**src/rtl/sli_div.sv**
```systemverilog
// Pipelined restoring divider, one quotient bit per stage, with overflow flag
module sli_div #(
  parameter int NW = 54,
  parameter int QB = 17,
  parameter int SB = 8
) (
  input  logic          clk,
  input  logic          rst,
  input  logic          en,
  input  logic [NW-1:0] num,
  input  logic [NW-1:0] den,
  input  logic [SB-1:0] side_in,
  output logic [QB-1:0] q,
  output logic          ovf,
  output logic [SB-1:0] side_out
);
  logic [NW-1:0] rem    [0:QB];
  logic [NW-1:0] den_r  [0:QB];
  logic [QB-1:0] qr     [0:QB];
  logic          ovf_r  [0:QB];
  logic [SB-1:0] side_r [0:QB];

  always_ff @(posedge clk) begin
    if (en) begin
      rem[0]   <= num;
      den_r[0] <= den;
      qr[0]    <= '0;
      ovf_r[0] <= num >= (den << QB);
    end
  end

  always_ff @(posedge clk) begin
    if (rst) begin
      side_r[0] <= '0;
    end else if (en) begin
      side_r[0] <= side_in;
    end
  end

  for (genvar k = 1; k <= QB; k++) begin : g_stage
    localparam int I = QB - k;
    logic [NW-1:0] dsh;
    logic          ge;
    logic [QB-1:0] qn;
    assign dsh = den_r[k-1] << I;
    assign ge  = rem[k-1] >= dsh;
    assign qn  = qr[k-1] | (QB'(ge) << I);

    always_ff @(posedge clk) begin
      if (en) begin
        rem[k]    <= ge ? rem[k-1] - dsh : rem[k-1];
        den_r[k]  <= den_r[k-1];
        qr[k]     <= qn;
        ovf_r[k]  <= ovf_r[k-1];
      end
    end

    always_ff @(posedge clk) begin
      if (rst) begin
        side_r[k] <= '0;
      end else if (en) begin
        side_r[k] <= side_r[k-1];
      end
    end
  end

  assign q        = qr[QB];
  assign ovf      = ovf_r[QB];
  assign side_out = side_r[QB];
endmodule

```
**config.mk**
```make
export PLATFORM = sky130hd
export DESIGN_NAME = sli_div
export DESIGN_NICKNAME = d
export VERILOG_FILES = /design/src/rtl/sli_div.sv
export SDC_FILE = /design/constraint.sdc
export NUM_CORES = 2
export LEC_CHECK = 0
export BUFFER_PORTS_ARGS = -buffer_cell sky130_fd_sc_hd__buf_2
export CORE_ASPECT_RATIO = 0.6
export CORE_MARGIN = 8
export CORE_UTILIZATION = 58
export DETAILED_ROUTE_END_ITERATION = 12
export PLACE_DENSITY = 0.77
export SLEW_MARGIN = 20
export SYNTH_ARGS = -nofsm -noshare
export SYNTH_HDL_FRONTEND = slang
export SYNTH_SLANG_ARGS = --single-unit
```
**constraint.sdc**
```tcl
create_clock -name clk -period 3.9 [get_ports clk]
set_input_delay 0.39 -clock clk [delete_from_list [all_inputs] [get_ports clk]]
set_output_delay 0.39 -clock clk [all_outputs]
set_load 0.03 [all_outputs]
```
==> impl_metrics.csv <==
group,metric,value,unit
run_status,status,"finished, violations left",
run_status,failed_checks,"negative setup slack",
critical_path,crit_path_end_kind,"flip-flop",
timing,fin_crit_sh,1.04,
cells_and_area,utilization,0.682,
placed_design,gp_congestion,0.992,
floorplan,core_area,0.202,mm²
clock_network,root_buffer,"clkbuf_16",
drt,avgRoutedWirePerCell,23.2,µm
min_path,holdPathStages,3,
critical_path,reg2reg_to,"rem[16][38]",
critical_path,crit_path_top_delay_cell,"a221o_4",
yosys,ys_types,91,
critical_path,startpoint,"rem[15][4]",
critical_path,worstPathArrival,4.67,ns
yosys,synthArstFlopShare,0,
floorplan,rows,128,
drt,post-route-drc-count,0,
drt,drt_iter0_drc,10219,
drt,drtPass1Iterations,8,
critical_path,critical_path_required,4.49,ns
grt,overflow,0,
yosys,synth_edf_count,2151,
yosys,seq_area_frac_synth,0.550,
clock_network,clock_latency,0.87,ns
timing,relSlewSlack,0.186,
drt,routed_wl,330,mm
yosys,synth_seq_cells,2151,
clock_network,cts_inserted_buffers,206,
cells_and_area,fin_nets,12279,
timing,finalHoldViolations,0,
clock_network,htree_levels,4,
yosys,postSynthAreaPerCell,11.3,µm²
grt,grt_max_degree,175,
timing,worst_pin_slew,1.22,ns
cells_and_area,nFillCells,14619,
timing,setup_ws,-0.172,ns
power_and_ir_drop,p_per_area,818,mW/mm²
critical_path,critPathMaxFanout,9,
grt,grt_pass1_vias,80290,
min_path,worstHoldEndpoint,"side_r[11][0]",
critical_path,r2r_slack,-0.17,ns
yosys,synth_fp_nets,11345,
yosys,ys.flop_type,"edfxtp_1",
placed_design,dp_hpwl,243,mm
floorplan,ios,145,
power_and_ir_drop,combPwrFrac,0.488,
timing,fin_skew,0.0484,ns
critical_path,start_kind,"flip-flop",
critical_path,cp_num_buf_inv,2,
cells_and_area,drive_gt1_frac,0.157,
floorplan,fp.dieArea,0.218,mm²
timing,hold_slack,0.0816,ns
power_and_ir_drop,pwr-share-clk,0.188,
drt,postRouteAntennaNets,0,
grt,antenna_found_initial,13,
grt,grt_pass1_wl,484,mm
critical_path,cp_cell_sequence,"ha_4 > a21o_1 > a21oi_2 > a21oi_2 > o21bai_2 > o211ai_1 > a211o_2 > a211oi_4 > o211ai_1 > a221o_4 > buf_4 > clkbuf_16 > nor2_1 > a21oi_1",
clock_network,clock_path_buffers,4,
power_and_ir_drop,p_leak,57.6,nW
timing,rsz0062_at_grt,"true",
power_and_ir_drop,intPower,0.0692,W
power_and_ir_drop,sw_frac_of_total,0.386,
min_path,holdCritStartpoint,"rst",
power_and_ir_drop,max-vdd-ir-drop,0.000436,V
clock_network,clk_pin_slew,0.07,ns
critical_path,reg2reg_depth,14,
floorplan,die_w,597,µm
clock_network,cts_tree,"built",
yosys,postSynthCellCount,10391,
placed_design,io_buffers,144,
clock_network,clock-sinks,2151,
power_and_ir_drop,switching_power,0.0435,W
critical_path,r2r_start,"rem[15][4]",
timing,fmax,246,MHz
power_and_ir_drop,power_frac_seq,0.323,
critical_path,cp_slowest_stage_delay,0.61,ns
cells_and_area,syn_to_final_growth,17.3,%
timing,drv_slew,0,
yosys,netlist_area,0.117,mm²
floorplan,die_h,365,µm
timing,finalSetupViolCount,77,
job,max_cap_violations,0,
drt,vias,85795,
critical_path,cp_top_family,"compound AO/OA/AOI/OAI gates",
grt,grt_usage,0.286,
timing,period_needed,4.07,ns
min_path,hold_path.class,"in2reg",
critical_path,critPathKind,"reg2reg",
drt,via_per_inst,6.03,
yosys,yosys_warnings,0,
floorplan,start_util,0.581,
[power groups by stage]
stage | registers, W | clock network, W | logic (W)
detailed placement | 0.0366 | 0 | 0.0480
global route | 0.0367 | 0.0224 | 0.0596
CTS | 0.0363 | 0.0216 | 0.0494
global placement | 0.0367 | 0 | 0.0471
finish | 0.0364 | 0.0212 | 0.0550
floorplan | 0.0343 | 0 | 0.0330
[cell usage after synthesis, types with 104 or more instances]
cell type  number  area, µm²
xnor2_1       378       3310
a21o_1        485       3640
nor2_1        524       1970
and2_1        176       1100
ha_1          819      10200
inv_1        1029       3860
clkbuf_1      249        935
a21oi_1       943       4720
xor2_1        277       2430
nand4_1       184       1150
o21ai_0       704       3520
o21bai_1      144       1080
nand3_1       128        641
nand2b_1      104        651
edfxtp_1     2151      64600
nand2_1       763       2860
mux2_2        199       2240
[registers in the layout, indices dropped and copies added, names as in the netlist]
name	cells
qr	153
rem	918
ovf_r	18
den_r	918
side_r	144
[layer usage]
layer  vias up  GRT usage  part of all wire
met5         -          0          0.000039
met4         2     0.0505             0.018
met3       461     0.0888              0.12
met2      3882      0.410              0.41
met1     41501      0.432              0.45
li1      39949          -                 -
[layout make-up]
type                    instances  area [µm²]  share of cell area
diodes                          2        5.00           0.0000363
clock buffers                 240        5350              0.0388
clock inverters               131        1670              0.0121
inverters                    1029        3860              0.0280
multi-input cells            6889       49600               0.360
flip-flops and latches       2151       64600               0.469
well taps                    2730        3420              0.0248
repair buffers               1048        9360              0.0679
[worst reg2reg max path: cells and delay by family (launching register included)]
family	cells	cell delay (ns)
AO/OA/AOI/OAI	10	2.56
adder cells (fa/ha/maj)	1	0.30
buffers and inverters	2	0.35
flip-flops	1	0.47
AND/OR/NAND/NOR	1	0.13
[cells in the final DEF, fill, tap and decap left out, types with 43 or more instances in the layout]
master	count
and3_1	68
o21ai_0	607
xor2_1	277
nor2b_1	94
clkbuf_16	236
edfxtp_1	2151
a21oi_2	43
dlygate4sd3_1	117
nand2_1	754
mux2_2	177
o21ai_2	46
buf_12	58
nor4_1	50
nor2_1	497
a31oi_1	80
inv_1	1010
nand3_1	124
o21a_1	80
o21bai_1	142
nand2b_1	104
a21oi_1	896
ha_1	784
and2_1	176
nand4_1	184
xnor2_1	377
nor3_1	80
o21ai_1	69
buf_2	144
a21o_1	484
buf_4	647
[cells by family (layout without fill, tap and decap cells)]
logic type	Yosys count	after routing	synth area share
flip-flops	2151	2151	0.550
AND/OR/NAND/NOR	2315	2315	0.0952
adder cells (fa/ha/maj)	835	835	0.0900
multiplexers	221	221	0.0210
other	0	2	0
XOR/XNOR	655	655	0.0488
buffers and inverters	1351	2448	0.0442
AO/OA/AOI/OAI	2863	2863	0.151
[worst max-delay path by stage]
| stage | end | slack, ns | depth (start not counted) |
|---|---|---|---|
| 6_report | rem[16][38] | -0.17 | 14 |
| 3_3_place_gp | rem[7][10] | -0.52 | 16 |
| 4_1_cts | rem[11][46] | -0.007 | 23 |
| 5_1_grt | rem[16][38] | -0.18 | 14 |
| 2_1_floorplan | rem[9][9] | 0.07 | 15 |
| 3_5_place_dp | rem[7][10] | -0.66 | 16 |
[stage by stage]
| stage | worst slack (ns) | total power, W | area (µm²) | setup TNS, ns | instances |
|---|---|---|---|---|---|
| finish | -0.172 | 0.113 | 138000 | -5.75 | 14220 |
| floorplan | 0.0719 | 0.0674 | 117000 | 0 | 10391 |
| detailed placement | -0.660 | 0.0846 | 126000 | -24.40 | 13606 |
| global placement | -0.516 | 0.0838 | 126000 | -11.44 | 13606 |
| global route | -0.183 | 0.119 | 138000 | -20.12 | 14218 |
| CTS | -0.00659 | 0.107 | 135000 | -0.00821 | 14122 |
[timing repair]
item | CTS | global route
gates resized for setup | 67 | 492
cloned | 5 | 34
pin swaps | 41 | 149
hold buffers | 117 | 0
setup endpoints to repair | 305 | 576
hold endpoints to repair | 125 | 0
setup buffers | 23 | 68
(Power assumes the default switching activity.)
